`src/design/cbsm_pkg.sv`:
```
`timescale 1ns / 1ps
package cbsm_pkg;

  localparam int unsigned IMAGE_BYTES = 65536;
  localparam int unsigned CFG_IDX_W   = 2;

  // configuration register indexes
  localparam logic [CFG_IDX_W-1:0] CFG_MAPPER_MODE = 2'd0;
  localparam logic [CFG_IDX_W-1:0] CFG_SUPERCHIP   = 2'd1;

  typedef enum logic [2:0] {
    MODE_NONE    = 3'd0,
    MODE_16K     = 3'd1,
    MODE_8K      = 3'd2,
    MODE_12K_RAM = 3'd3,
    MODE_1K      = 3'd4,
    MODE_TAPE    = 3'd5,
    MODE_2K_WSEL = 3'd6
  } mode_e;

  typedef enum logic [1:0] {
    TGT_NONE    = 2'd0,
    TGT_IMAGE   = 2'd1,
    TGT_XRAM    = 2'd2,
    TGT_CONSOLE = 2'd3
  } target_e;

  localparam logic [5:0] TAPE_ROM_SLICE = 6'd6;
  localparam logic [2:0] CNT_MAX        = 3'd6;
  localparam logic [2:0] CNT_STORE      = 3'd5;

  typedef struct packed {
    logic [3:0][5:0] slice;
    logic [7:0]      hold;
    logic            wr_en;
    logic            pending;
    logic [2:0]      cnt;
  } state_t;

  typedef struct packed {
    logic        req_type;
    logic [15:0] address;
    logic [7:0]  write_byte;
  } req_t;

  typedef struct packed {
    target_e     target;
    logic [15:0] memory_address;
    logic        memory_write;
    logic [7:0]  write_value;
  } rsp_t;

  // 2K bank pair for each tape bank select code: {low pair, high pair}
  function automatic logic [3:0] tape_pair(input logic [2:0] sel);
    logic [3:0] p;
    case (sel)
      3'd0:    p = {2'd2, 2'd3};
      3'd1:    p = {2'd0, 2'd3};
      3'd2:    p = {2'd2, 2'd0};
      3'd3:    p = {2'd0, 2'd2};
      3'd4:    p = {2'd2, 2'd3};
      3'd5:    p = {2'd1, 2'd3};
      3'd6:    p = {2'd2, 2'd1};
      default: p = {2'd1, 2'd2};
    endcase
    return p;
  endfunction

  // slice * 1K + offset, folded into the image size (quotient is at most 7)
  function automatic logic [15:0] image_addr(input logic [3:0][5:0] slice,
                                             input logic [11:0] off);
    localparam logic [19:0] Img = 20'(IMAGE_BYTES);
    logic [19:0] r;
    r = {4'b0, slice[off[11:10]], off[9:0]};
    if (r >= (Img << 2)) r = r - (Img << 2);
    if (r >= (Img << 1)) r = r - (Img << 1);
    if (r >= Img)        r = r - Img;
    return r[15:0];
  endfunction

endpackage

```
`src/design/cbsm_if.sv`:
```
`timescale 1ns / 1ps
interface cbsm_req_if;
  logic        valid;
  logic        ready;
  logic        req_type;
  logic [15:0] address;
  logic [7:0]  write_byte;
  modport source (output valid, req_type, address, write_byte, input ready);
  modport sink   (input valid, req_type, address, write_byte, output ready);
endinterface

interface cbsm_rsp_if;
  logic        valid;
  logic        ready;
  logic [1:0]  target;
  logic [15:0] memory_address;
  logic        memory_write;
  logic [7:0]  write_value;
  modport source (output valid, target, memory_address, memory_write, write_value,
                  input ready);
  modport sink   (input valid, target, memory_address, memory_write, write_value,
                  output ready);
endinterface

interface cbsm_cfg_if;
  logic       valid;
  logic       ready;
  logic [1:0] index;
  logic [7:0] wdata;
  modport source (output valid, index, wdata, input ready);
  modport sink   (input valid, index, wdata, output ready);
endinterface

```
`src/design/cbsm_decode.sv`:
```
`timescale 1ns / 1ps
module cbsm_decode (
  input  cbsm_pkg::req_t   req_i,
  input  cbsm_pkg::state_t st_i,
  input  logic [2:0]       mode_i,
  input  logic             superchip_i,
  output cbsm_pkg::state_t st_o,
  output cbsm_pkg::rsp_t   rsp_o
);
  import cbsm_pkg::*;

  logic [11:0]     off;
  logic            wr;
  logic            top;
  logic [2:0]      cnt_inc;
  logic [15:0]     img_old;
  logic [3:0][5:0] hot;
  state_t          t;
  logic            t_store;
  logic [3:0]      pair;
  logic            xram;

  assign off     = req_i.address[11:0];
  assign wr      = req_i.req_type;
  assign top     = &req_i.address[15:12];
  assign cnt_inc = (st_i.cnt < CNT_MAX) ? st_i.cnt + 3'd1 : st_i.cnt;
  assign img_old = image_addr(st_i.slice, off);
  assign pair    = tape_pair(st_i.hold[4:2]);

  // hotspot switching for the 16K, 8K, 12K and 1K modes
  always_comb begin
    logic [1:0] bank;
    logic       sw;
    hot  = st_i.slice;
    bank = 2'd0;
    sw   = 1'b0;
    case (mode_i)
      MODE_16K: begin
        if (off inside {[12'hff6:12'hff9]}) begin
          sw   = 1'b1;
          bank = 2'(off - 12'hff6);
        end
      end
      MODE_8K: begin
        if (off inside {[12'hff8:12'hff9]}) begin
          sw   = 1'b1;
          bank = 2'(off - 12'hff8);
        end
      end
      MODE_12K_RAM: begin
        if (off inside {[12'hff8:12'hffa]}) begin
          sw   = 1'b1;
          bank = 2'(off - 12'hff8);
        end
      end
      MODE_1K: begin
        if (off inside {[12'hfe0:12'hff7]}) hot[off[4:3]] = {3'b0, off[2:0]};
      end
      default: ;
    endcase
    if (sw) begin
      for (int k = 0; k < 4; k++) hot[k] = {2'b00, bank, 2'(k)};
    end
  end

  // tape sequencer for a top page access
  always_comb begin
    t       = st_i;
    t.cnt   = cnt_inc;
    t_store = 1'b0;
    if (t.pending && cnt_inc == CNT_MAX) t.pending = 1'b0;
    if (off[11:8] == 4'h0 && (!t.wr_en || !t.pending)) begin
      t.hold    = off[7:0];
      t.cnt     = 3'd0;
      t.pending = 1'b1;
    end else if (off == 12'hff8) begin
      t.wr_en    = st_i.hold[1];
      t.slice[0] = {3'b0, pair[3:2], 1'b0};
      t.slice[1] = {3'b0, pair[3:2], 1'b1};
      t.slice[2] = {3'b0, pair[1:0], 1'b0};
      t.slice[3] = {3'b0, pair[1:0], 1'b1};
      t.pending  = 1'b0;
    end else if (!wr && t.wr_en && t.pending && cnt_inc == CNT_STORE) begin
      t.pending = 1'b0;
      t_store   = !off[11] || (st_i.slice[2] != TAPE_ROM_SLICE);
    end
  end

  always_comb begin
    st_o     = st_i;
    st_o.cnt = cnt_inc;
    rsp_o    = '0;
    xram     = ((mode_i == MODE_12K_RAM) && off[11:8] == 4'h0) ||
               (superchip_i && off[11:7] == 5'h00);
    if (req_i.address[12]) begin
      rsp_o.target         = TGT_IMAGE;
      rsp_o.memory_address = img_old;
      if (!wr) begin
        if (superchip_i && off[11:7] == 5'h01) begin
          rsp_o.target         = TGT_XRAM;
          rsp_o.memory_address = {9'b0, off[6:0]};
        end else if (mode_i == MODE_12K_RAM && off[11:8] == 4'h1) begin
          rsp_o.target         = TGT_XRAM;
          rsp_o.memory_address = {8'b0, off[7:0]};
        end else if (mode_i == MODE_TAPE) begin
          if (top) begin
            // tape reads see the mapping after the switch
            st_o                 = t;
            rsp_o.memory_address = image_addr(t.slice, off);
            if (t_store) begin
              rsp_o.memory_write = 1'b1;
              rsp_o.write_value  = t.hold;
            end
          end
        end else begin
          st_o.slice = hot;
        end
      end else begin
        if (xram) begin
          rsp_o.target         = TGT_XRAM;
          rsp_o.memory_address = {4'b0, off};
          rsp_o.memory_write   = 1'b1;
          rsp_o.write_value    = req_i.write_byte;
        end
        if (mode_i == MODE_TAPE) begin
          if (top) begin
            st_o = t;
          end else if (st_i.wr_en && st_i.pending && cnt_inc == CNT_STORE) begin
            st_o.pending = 1'b0;
            if ((!off[11] || st_i.slice[2] != TAPE_ROM_SLICE) && !xram) begin
              rsp_o.memory_write = 1'b1;
              rsp_o.write_value  = st_i.hold;
            end
          end
        end else begin
          st_o.slice = hot;
        end
      end
    end else if (!req_i.address[9] && req_i.address[7]) begin
      rsp_o.target         = TGT_CONSOLE;
      rsp_o.memory_address = {9'b0, req_i.address[6:0]};
      if (wr) begin
        rsp_o.memory_write = 1'b1;
        rsp_o.write_value  = req_i.write_byte;
      end
    end else if (wr && mode_i == MODE_2K_WSEL && req_i.address[7:6] == 2'b00) begin
      st_o.slice[0] = {req_i.write_byte[4:0], 1'b0};
      st_o.slice[1] = {req_i.write_byte[4:0], 1'b1};
    end
  end

endmodule

```
`src/design/cartridge_bank_switch_mapper.sv`:
```
`timescale 1ns / 1ps
// A result is registered as its request is accepted and is offered in the cycle after.
// Throughput: one request per cycle while results are read; the output register frees as it is read,
// so a new request is taken while a result is being delivered.
// Reset (async, active low): mode 0, extra RAM off, window k maps slice k,
// tape sequencer cleared, no result pending.
module cartridge_bank_switch_mapper (
  input  logic             clk_i,
  input  logic             rst_ni,
  cbsm_req_if.sink         req_i,
  cbsm_rsp_if.source       rsp_o,
  cbsm_cfg_if.sink         cfg_i
);
  import cbsm_pkg::*;

  logic [2:0] mode_q;
  logic       superchip_q;
  state_t     st_q, st_d;
  req_t       req;
  rsp_t       rsp_d, rsp_q;
  logic       rsp_valid_q;
  logic       req_fire;

  assign req.req_type   = req_i.req_type;
  assign req.address    = req_i.address;
  assign req.write_byte = req_i.write_byte;

  assign req_i.ready = !rsp_valid_q || rsp_o.ready;
  assign req_fire    = req_i.valid && req_i.ready;
  assign cfg_i.ready = 1'b1;

  cbsm_decode u_decode (
    .req_i       (req),
    .st_i        (st_q),
    .mode_i      (mode_q),
    .superchip_i (superchip_q),
    .st_o        (st_d),
    .rsp_o       (rsp_d)
  );

  always_ff @(posedge clk_i or negedge rst_ni) begin
    if (!rst_ni) begin
      mode_q      <= MODE_NONE;
      superchip_q <= 1'b0;
    end else if (cfg_i.valid) begin
      if (cfg_i.index == CFG_MAPPER_MODE) mode_q <= cfg_i.wdata[2:0];
      else if (cfg_i.index == CFG_SUPERCHIP) superchip_q <= cfg_i.wdata[0];
    end
  end

  always_ff @(posedge clk_i or negedge rst_ni) begin
    if (!rst_ni) begin
      for (int k = 0; k < 4; k++) st_q.slice[k] <= 6'(k);
      st_q.hold    <= '0;
      st_q.wr_en   <= 1'b0;
      st_q.pending <= 1'b0;
      st_q.cnt     <= '0;
    end else if (req_fire) begin
      st_q <= st_d;
    end
  end

  always_ff @(posedge clk_i or negedge rst_ni) begin
    if (!rst_ni) begin
      rsp_valid_q <= 1'b0;
    end else if (req_fire) begin
      rsp_valid_q <= 1'b1;
    end else if (rsp_o.ready) begin
      rsp_valid_q <= 1'b0;
    end
  end

  always_ff @(posedge clk_i) begin
    if (req_fire) rsp_q <= rsp_d;
  end

  assign rsp_o.valid          = rsp_valid_q;
  assign rsp_o.target         = rsp_q.target;
  assign rsp_o.memory_address = rsp_q.memory_address;
  assign rsp_o.memory_write   = rsp_q.memory_write;
  assign rsp_o.write_value    = rsp_q.write_value;

endmodule

```
`src/flat_wrapper.sv`:
```
// flat-port wrapper written by rule: the top's interface ports become plain ports
module cartridge_bank_switch_mapper_flat import cbsm_pkg::*;
  (clk_i, rst_ni, req_i_valid, req_i_req_type, req_i_address, req_i_write_byte, req_i_ready, rsp_o_valid, rsp_o_target, rsp_o_memory_address, rsp_o_memory_write, rsp_o_write_value, rsp_o_ready, cfg_i_valid, cfg_i_index, cfg_i_wdata, cfg_i_ready);
  cbsm_req_if req_i_i ();
  cbsm_rsp_if rsp_o_i ();
  cbsm_cfg_if cfg_i_i ();
  input  logic clk_i;
  input  logic rst_ni;
  input wire logic [$bits(req_i_i.valid)-1:0] req_i_valid;
  input wire logic [$bits(req_i_i.req_type)-1:0] req_i_req_type;
  input wire logic [$bits(req_i_i.address)-1:0] req_i_address;
  input wire logic [$bits(req_i_i.write_byte)-1:0] req_i_write_byte;
  output wire logic [$bits(req_i_i.ready)-1:0] req_i_ready;
  output wire logic [$bits(rsp_o_i.valid)-1:0] rsp_o_valid;
  output wire logic [$bits(rsp_o_i.target)-1:0] rsp_o_target;
  output wire logic [$bits(rsp_o_i.memory_address)-1:0] rsp_o_memory_address;
  output wire logic [$bits(rsp_o_i.memory_write)-1:0] rsp_o_memory_write;
  output wire logic [$bits(rsp_o_i.write_value)-1:0] rsp_o_write_value;
  input wire logic [$bits(rsp_o_i.ready)-1:0] rsp_o_ready;
  input wire logic [$bits(cfg_i_i.valid)-1:0] cfg_i_valid;
  input wire logic [$bits(cfg_i_i.index)-1:0] cfg_i_index;
  input wire logic [$bits(cfg_i_i.wdata)-1:0] cfg_i_wdata;
  output wire logic [$bits(cfg_i_i.ready)-1:0] cfg_i_ready;
  assign req_i_i.valid = req_i_valid;
  assign req_i_i.req_type = req_i_req_type;
  assign req_i_i.address = req_i_address;
  assign req_i_i.write_byte = req_i_write_byte;
  assign req_i_ready = req_i_i.ready;
  assign rsp_o_valid = rsp_o_i.valid;
  assign rsp_o_target = rsp_o_i.target;
  assign rsp_o_memory_address = rsp_o_i.memory_address;
  assign rsp_o_memory_write = rsp_o_i.memory_write;
  assign rsp_o_write_value = rsp_o_i.write_value;
  assign rsp_o_i.ready = rsp_o_ready;
  assign cfg_i_i.valid = cfg_i_valid;
  assign cfg_i_i.index = cfg_i_index;
  assign cfg_i_i.wdata = cfg_i_wdata;
  assign cfg_i_ready = cfg_i_i.ready;
  cartridge_bank_switch_mapper u_core (.clk_i(clk_i), .rst_ni(rst_ni), .req_i(req_i_i), .rsp_o(rsp_o_i), .cfg_i(cfg_i_i));
endmodule
```
`config.mk`:
```
export PLATFORM = sky130hd
export DESIGN_NAME = cartridge_bank_switch_mapper_flat
export DESIGN_NICKNAME = d
export VERILOG_FILES = /design/src/design/cbsm_pkg.sv /design/src/design/cbsm_if.sv /design/src/design/cbsm_decode.sv /design/src/design/cartridge_bank_switch_mapper.sv /design/src/flat_wrapper.sv
export SDC_FILE = /design/constraint.sdc
export NUM_CORES = 1
export LEC_CHECK = 0
export ABC_AREA = 1
export BUFFER_PORTS_ARGS = -buffer_cell sky130_fd_sc_hd__buf_2
export CAP_MARGIN = 15
export CORE_MARGIN = 2
export CORE_UTILIZATION = 30
export DETAILED_ROUTE_END_ITERATION = 12
export GPL_ROUTABILITY_DRIVEN = 0
export SYNTH_ARGS = -nofsm -noshare
export SYNTH_HDL_FRONTEND = slang
export SYNTH_SLANG_ARGS = --single-unit
```
`constraint.sdc`:
```
create_clock -name clk_i -period 2.35 [get_ports clk_i]
set_input_delay 0.47 -clock clk_i [delete_from_list [all_inputs] [get_ports clk_i]]
set_output_delay 0.47 -clock clk_i [all_outputs]
set_load 0.02 [all_outputs]
```
After elaboration in Yosys (flattened, before gate mapping)
Index checks and enable logic that the tools add are counted.
- output and inout port bits: 30
- bits in registers: 69
- $lt $le $gt $ge: 10
- add/subtract/negate cells: 3
- eq/ne operators: 26
- reduce and logical (&&, ||, !) cells: 49
- bitwise logic cells: 1
- mux-type cells: 68
- operator list (kind ; number):
    two-way mux 24 bit ; 7
    two-way mux 37 bit ; 4
    two-way mux 27 bit ; 4
    two-way mux 9 bit ; 8
    two-way mux 25 bit ; 2
    >= comparator 12 bit, second input constant ; 3
    <= comparator 12 bit, second input constant ; 3
    two-way mux 12 bit ; 3
    two-way mux 33 bit ; 1
    two-way mux 13 bit ; 2
    binary-select mux 6 bit (select 2 bit) ; 2
    bitwise mux 24 bit ; 1
    equality test 3 bit, second input constant ; 8
    one-hot mux 4 bit (6 select lines) ; 1
    logical AND 1 bit ; 21
    two-way mux 18 bit ; 1
    two-way mux 6 bit ; 3
    two-way mux 1 bit ; 16
    two-way mux 16 bit ; 1
    demux 6 bit (select 2 bit) ; 1
    equality test 12 bit, second input constant ; 1
    equality test 3 x 2 -> 1 bit, second input constant ; 4
    two-way mux 3 bit ; 4
    inequality test 3 bit, second input constant ; 3
    other kinds (32) ; 53

Longest topological paths before layout
Gate-level depths: netlist of the first run.
- depth in word-level cells: 17
- mapped depth: 14
- depth with buffers taken out: 14

Hierarchy
A second synthesis of the first run with hierarchy kept.
- cell total of the unflattened synthesis: 769
- area total of the unflattened synthesis: 5099.9 µm²
- modules (own cells, without submodules) (module ; cells each ; instances ; area an instance (µm²)):
    cbsm_decode ; 554 ; 1 ; 2576.2
    cartridge_bank_switch_mapper ; 215 ; 1 ; 2523.7

Worst setup path before layout of the first run
No wires, ideal clock.
- kind: in2reg
- start point: input port rsp_o_ready
- end point: register u_core.st_q[6] (netlist name)
- required time: 2.229 ns
- cell stages on the path: 10
- setup time: 0.121 ns
- buffers on the path: 1
- arrival time: 2.279 ns
- setup slack: -0.050 ns
- cell sequence: inv_1 -> nand2_1 -> nand2_2 -> inv_1 -> nand4_4 -> nor2_4 -> inv_2 -> buf_6 -> nand2_1 -> o21ai_1
- longest elaborated chain between the ends: 3
- ends and longest elaborated chain (element ; line ; source):
    start, declared ; flat_wrapper.sv:19 ; input wire logic [$bits(rsp_o_i.ready)-1:0] rsp_o_ready;
    logical OR 1 bit ; cartridge_bank_switch_mapper.sv:28 ; assign req_i.ready = !rsp_valid_q || rsp_o.ready;
    net req_i_ready ; flat_wrapper.sv:13 ; output wire logic [$bits(req_i_i.ready)-1:0] req_i_ready;
    logical AND 1 bit ; cartridge_bank_switch_mapper.sv:29 ; assign req_fire = req_i.valid && req_i.ready;
    net u_core.req_fire ; cartridge_bank_switch_mapper.sv:22 ; logic req_fire;
    AND reduction 8 bit (no line) ; - ;
    end signal, assigned ; cartridge_bank_switch_mapper.sv:59 ; st_q <= st_d;
    end, declared ; cartridge_bank_switch_mapper.sv:18 ; state_t st_q, st_d;
The timed path passes the listed nets, and every way through them passes these cells.
A chain may end at the register's enable or synchronous reset.

==> impl_results.md, run 1 <==
* Post-DP Area at 4930 sq um
* GRT Overall Usage at 17.9%
* Postcts setup bufs at 0
* Most common flop cell mapped by yosys: dfrtp_1
* DRC violations left at 0
* Class of the most critical setup path: flop to flop
* Worst setup SP type: flop
* Combinational share of power at 26.4%
* Cell breakdown of the critical path: inv_1 -> nor4_1 -> buf_4 -> nor2_1 -> nand3_1 -> nand2_2 -> nand2_1 -> nand2_1 -> nand2_1 -> nand2_1
* Most frequent cells in the layout: nand2_1, buf_2, inv_1
* DRT antenna net count at 0
* CTS Sinks at 69
* Worst skew pair latency at 340 ps
* Final Cell Area at 5240 sq um
* Final #Nets at 696
* Final WL at 12800 microns
* Initial Utilization at 30.7%
* P_sw at 1.40 mW
* Power per cell area at 797 nW/um^2
* Total power at 4.17 mW
* Largest fanout on the critical path at 8
* Post-CTS Hold Buffers at 0
* Register area share after synthesis at 44.0%
* Hpwl dp at 10000 microns
* Most common cell after layout, fill and taps aside: nand2_1
* R2R Setup Slk at 270 ps
* Post-synthesis instance total at 564
* Power Internal at 2.77 mW
* Sequential power share at 41.1%
* Fraction of registers with async set/reset at 60.9%
* Die area at 15100 sq um
* DRT iter0 DRCs at 337
* Vias in the first global route at 3945
* Cell type with the largest total area after synthesis: dfrtp_1
* Post-cts resize count at 0
* Flops & latches, synth at 69
* Netlist cell types at 48
* Slowest CP cell: dfstp_2
* Largest net degree at the start of global routing at 32
* CP arrival at 2170 ps
* R2r worst-path depth at 10
* Slowest stage delay, CP at 520 ps
* DRT Pass-1 Iters at 5
* Setup tns final at 0 ps
* Via/cell ratio at 4.97
* First-pass GRT wire length at 20400 microns
* TritonCTS Buffers at 9
* Worst VDD drop at 356 uV
* Initial antenna violation count at 1
* Max_cap viols at 0
* Clock Path Buffers at 2
* YS warnings at 0
* Max Clock Skew at 6.12 ps
* Root Driver: clkbuf_16
* Layout overhead on the synthesized area at 23.4%
* H-tree lvl count at 3
* RSZ-0062 raised after global routing: false
* Core ar. at 13800 sq um
* Final core occ at 37.9%
* # rows at 43
* Via Count at 4176
* Area of the multi-input gates at 2030 sq um
* Min-delay worst type: primary input to async pin
* Layout cell share with drive strength beyond 1 at 22.9%
* EDFF count, synth at 27
* Die Wd at 123 microns
* I/O pins at 70
* Syn_nets at 605
* Grt ovf at 0
* Max frequency at 481 MHz
* Max_slew headroom at 60.0%
* Status: complete, no violations
* CP endpoint kind: flop
* FF-to-FF Start: u_core.st_q[26]$_DFFE_PN1P_
* CTS tree: done
* Hold Violations, Final at 0
* Top cell type's share of synthesized area at 22.4%
* WL per Instance at 15.2 microns
* Clock Pin Slew Worst Setup and Hold Paths at 60 ps
* Synth area leaders: dfrtp_1, edfxtp_1, nand2_1
* Period minus WS final at 2080 ps
* Worst-Margin Slew at 600 ps
* Clock share of power at 32.5%
* Die Y at 123 microns
* Final period utilization at 88.4%
* Fillers at 1443
* Max-slew violation count at 0
* Req. time, crit path at 2440 ps
* FF-to-FF End: u_core.rsp_o.write_value[2]$_DFFE_PP_
* Syn Area/Cell at 7.52 sq um
* Setup Viol. Count Final at 0
* Leak at 2.54 nW
* Switching share of power at 33.6%
* I/O Buffers at 63
* CP most frequent cell: nand2_1
* Cell Area, Synth at 4240 sq um
* Register area at 1870 sq um
-- how the worst max path moves through the flow --
stage,start,end
floorplan,rsp_o_ready,u_core.st_q[14]$_DFFE_PN0P_
global placement,req_i_address[11],u_core.rsp_o.write_value[3]$_DFFE_PP_
detailed placement,req_i_address[11],u_core.rsp_o.write_value[2]$_DFFE_PP_
CTS,u_core.mode_q[0]$_DFFE_PN0P_,u_core.st_q[27]$_DFFE_PN0P_
global route,u_core.mode_q[0]$_DFFE_PN0P_,u_core.st_q[27]$_DFFE_PN0P_
finish,u_core.st_q[26]$_DFFE_PN1P_,u_core.rsp_o.write_value[2]$_DFFE_PP_
-- flip-flops by register name, indices dropped and copies added, names as in the netlist --
name                         count
u_core.rsp_o.write_value         8
u_core.superchip_q               1
u_core.rsp_o.target              2
u_core.rsp_o.memory_write        1
u_core.mode_q                    3
u_core.rsp_o.valid               1
u_core.rsp_o.memory_address     16
u_core.st_q                     37
-- synth_stat cells, types with 6 or more instances --
cell type	count
buf_4	6
nand3_1	31
inv_1	59
a21oi_1	23
nand2_2	11
nor3_1	8
o21ai_1	15
o22ai_1	7
o211ai_1	9
nand4_1	10
dfrtp_1	38
nor2_1	56
nand2_1	171
o21ai_0	33
edfxtp_1	27
-- critical path: cells and delay by family, from the launching register on --
family / cells / cell delay (ps)
buf+inv: 2 / 280
flops: 1 / 520
simple gates: 8 / 1020
-- cells by family after synthesis --
| logic type | Yosys count | synth area share [%] |
|---|---|---|
| adder cells (fa/ha/maj) | 1 | 0.295 |
| XOR/XNOR | 2 | 0.413 |
| AO/OA/AOI/OAI | 106 | 14.7 |
| other | 1 | 0.0884 |
| AND/OR/NAND/NOR | 307 | 32.4 |
| flip-flops | 69 | 44.0 |
| buffers and inverters | 78 | 8.05 |
-- metal layers --
metal / routed length, microns / global-route usage (%)
met2: 5730 / 27.9
met3: 895 / 4.66
met5: 0 / 0
met4: 134 / 4.74
met1: 6070 / 24.7
-- layout make-up --
type                    instances  share of cell area, %
clock buffers                  10                   4.57
multi-input cells             417                   38.8
repair buffers                 93                   10.6
well taps                     180                   4.30
flip-flops and latches         69                   35.7
inverters                      65                   4.83
clock inverters                 6                   1.20
diodes                          1                 0.0478
-- power by group through the flow --
stage | Clock [mW] | Combinational [mW] | Sequential (mW)
3_5_place_dp | 0 | 1.09 | 1.73
5_1_grt | 1.43 | 1.26 | 1.73
2_1_floorplan | 0 | 0.725 | 1.71
3_3_place_gp | 0 | 1.06 | 1.72
4_1_cts | 1.39 | 1.09 | 1.71
6_report | 1.36 | 1.10 | 1.71
-- through the flow --
stage,std cells,worst slack (ps),hold slack (ps)
floorplan,564,107,174
global placement,824,178,471
detailed placement,824,127,477
CTS,840,319,155
global route,840,162,183
finish,841,272,140
No activity file was read; power rests on OpenSTA's default activity.
==> inputs of run 2 (changes only) <==
CAP_MARGIN = unset   (was 15)
CORE_UTILIZATION = 45   (was 30)
PLACE_DENSITY = 0.66   (was unset)
==> run 2 against run 1 <==
  * Global-route usage is 7.0 points higher
  * Clock-buffer cell count is the same
  * Flip-flop and latch count stayed put
  * Register-to-register slack better by 50 ps
  * Wire length decreased by 6.1%
  * First-iteration DRC count increased by 47%
  * Utilization up 17 points
  * Clock power down 21%
  * Combinational power barely moved
  * Final area decreased by 3.7%
  * Critical path depth increased by 1
==> impl_results.md, run 2 (same netlist as run 1, synthesis figures left out) <==
* Grt ovf at 0 (unchanged)
* Die Wd at 101 microns (-18%)
* Sequential power share at 44.2% (+3.1 points)
* CP most frequent cell: nand2_4
* DRC violations left at 0 (unchanged)
* DRT Pass-1 Iters at 5 (unchanged)
* Die Y at 101 microns (-18%)
* CP Buf/Inv Count at 4 (+2)
* Combinational share of power at 28.1% (+1.7 points)
* Period minus WS final at 2030 ps (-48.2 ps)
* Power Internal at 2.51 mW (-9.5%)
* First-pass GRT wire length at 19600 microns (-3.9%)
* Final WL at 12000 microns (-6.1%)
* Most frequent cells in the layout: nand2_1, buf_2, inv_1
* Postcts setup bufs at 0 (unchanged)
* WL per Instance at 15.6 microns (+2.5%)
* Clock share of power at 27.7% (-4.8 points)
* Slowest CP cell: dfrtp_1
* Worst skew pair latency at 360 ps (+20 ps)
* Initial Utilization at 46.1% (+15 points)
* Fillers at 879 (-39%)
* Req. time, crit path at 2580 ps (+140 ps)
* Most flop-heavy register: u_core.st_q
* Max frequency at 493 MHz (+2.4%)
* Post-CTS Hold Buffers at 0 (unchanged)
* DRT antenna net count at 0 (unchanged)
* Worst VDD drop at 339 uV (-4.7%)
* Layout cell share with drive strength beyond 1 at 22.6% (-0.27 points)
* Layout Cells excl Fill at 770 (-8.4%)
* DRT iter0 DRCs at 494 (+47%)
* Min-delay worst type: primary input to async pin
* Die area at 10200 sq um (-32%)
* Max_slew headroom at 62.6% (+2.6 points)
* Via/cell ratio at 5.52 (+11%)
* Final period utilization at 86.4% (-2.1 points)
* # rows at 35 (-19%)
* Largest net degree at the start of global routing at 43 (+34%)
* I/O pins at 70 (unchanged)
* Slowest stage delay, CP at 440 ps (-80 ps)
* Post-cts resize count at 0 (unchanged)
* Hpwl dp at 9190 microns (-8.1%)
* Setup Viol. Count Final at 0 (unchanged)
* Setup tns final at 0 ps (unchanged)
* TritonCTS Buffers at 9 (unchanged)
* H-tree lvl count at 3 (unchanged)
* Worst path top cell family by delay: simple AND/OR/NAND/NOR gates
* Worst-Margin Slew at 561 ps (-38.8 ps)
* Initial antenna violation count at 0 (-1)
* CP arrival at 2260 ps (+90 ps)
* Status: complete, no violations
* I/O Buffers at 63 (unchanged)
* Switching share of power at 35.1% (+1.5 points)
* GRT Overall Usage at 24.9% (+7.0 points)
* Layout overhead on the synthesized area at 18.8%
* Clock Pin Slew Worst Setup and Hold Paths at 80 ps (+20 ps)
* P_sw at 1.36 mW (-3.2%)
* Vias in the first global route at 3960 (+0.38%)
* Register area at 1870 sq um (unchanged)
* CTS Sinks at 69 (unchanged)
* Max Clock Skew at 12.8 ps (+6.68 ps)
* RSZ-0062 raised after global routing: false
* Antenna diodes at 0 (-1)
* Power per cell area at 767 nW/um^2 (-3.8%)
* Number of flip-flops in the largest register at 37 (unchanged)
* Core ar. at 9200 sq um (-33%)
* Via Count at 4249 (+1.7%)
* Worst setup SP type: flop
* Leak at 2.49 nW (-1.9%)
* CP endpoint kind: flop
* Cell breakdown of the critical path: inv_1 -> nor2_2 -> nand2_4 -> clkinv_4 -> nand2_4 -> nand4_4 -> buf_4 -> nor2_4 -> inv_2 -> nand2_1 -> o21ai_1
* Final #Nets at 695 (-0.14%)
* Class of the most critical setup path: flop to flop
* Max-slew violation count at 0 (unchanged)
* Most common cell after layout, fill and taps aside: nand2_1
* Clock Path Buffers at 2 (unchanged)
* Hold Violations, Final at 0 (unchanged)
* Largest fanout on the critical path at 14 (+6)
* Max_cap viols at 0 (unchanged)
* Area of the multi-input gates at 2030 sq um (unchanged)
* Root Driver: clkbuf_8
* CTS tree: done
* Placed cells at 754 (-8.5%)
==> run 2: cell count changes in the layout (fill, tap and decap cells not counted), sizes merged <==
| cell | previous run | this run |
|---|---|---|
| clkinvlp | 3 | 2 |
| buf | 93 | 92 |
| diode | 1 | 0 |
| bufinv | 1 | 2 |
==> run 2: worst paths after layout <==
kind	start	endpoint	slack (ps)	cells after the start
worst min-delay path	rst_ni	u_core.rsp_o.valid$_DFFE_PN0P_	180	2
min in group clk_i	cfg_i_wdata[1]	u_core.mode_q[1]$_DFFE_PN0P_	370	3
worst max register to register	u_core.mode_q[0]$_DFFE_PN0P_	u_core.st_q[9]$_DFFE_PN0P_	320	11
worst min register to register	u_core.st_q[23]$_DFFE_PN0P_	u_core.st_q[23]$_DFFE_PN0P_	490	2
worst max-delay path	u_core.mode_q[0]$_DFFE_PN0P_	u_core.st_q[9]$_DFFE_PN0P_	320	11
max in group asynchronous	rst_ni	u_core.st_q[31]$_DFFE_PN1P_	1770	2
==> run 2: final cells by class <==
type	count	share of cell area (%)
multi-input cells	417	40.3
flip-flops and latches	69	37.0
repair buffers	92	10.6
inverters	65	5.01
well taps	111	2.76
clock buffers	10	2.53
clock inverters	6	1.76
==> run 2: power groups by stage <==
stage                     clock network (mW)  registers (mW)  logic, mW
after detailed placement                   0            1.73       1.06
after global routing                    1.14            1.73       1.23
after floorplan                            0            1.71      0.725
after CTS                               1.08            1.70       1.07
final                                   1.07            1.71       1.09
after global placement                     0            1.72       1.03
==> run 2: per-layer routing <==
layer,GRT usage (%),wire length [microns],up-vias
met5,0,0,-
met4,8.21,215,0
met3,5.41,1150,21
met2,38.2,5320,213
met1,35.1,5360,1961
li1,-,-,2054
==> run 2: metrics by stage <==
step / worst slack [ps] / util, % / total power, mW / hold WS [ps] / instance area (sq um)
floorplan: 107 / - / 2.44 / 174 / 4250
global placement: 239 / 52.5 / 2.75 / 459 / 4820
detailed placement: 203 / 52.5 / 2.79 / 465 / 4820
CTS: 343 / 54.8 / 3.86 / 201 / 5040
global route: 113 / 54.8 / 4.10 / 237 / 5040
finish: 320 / 54.8 / 3.87 / 183 / 5040
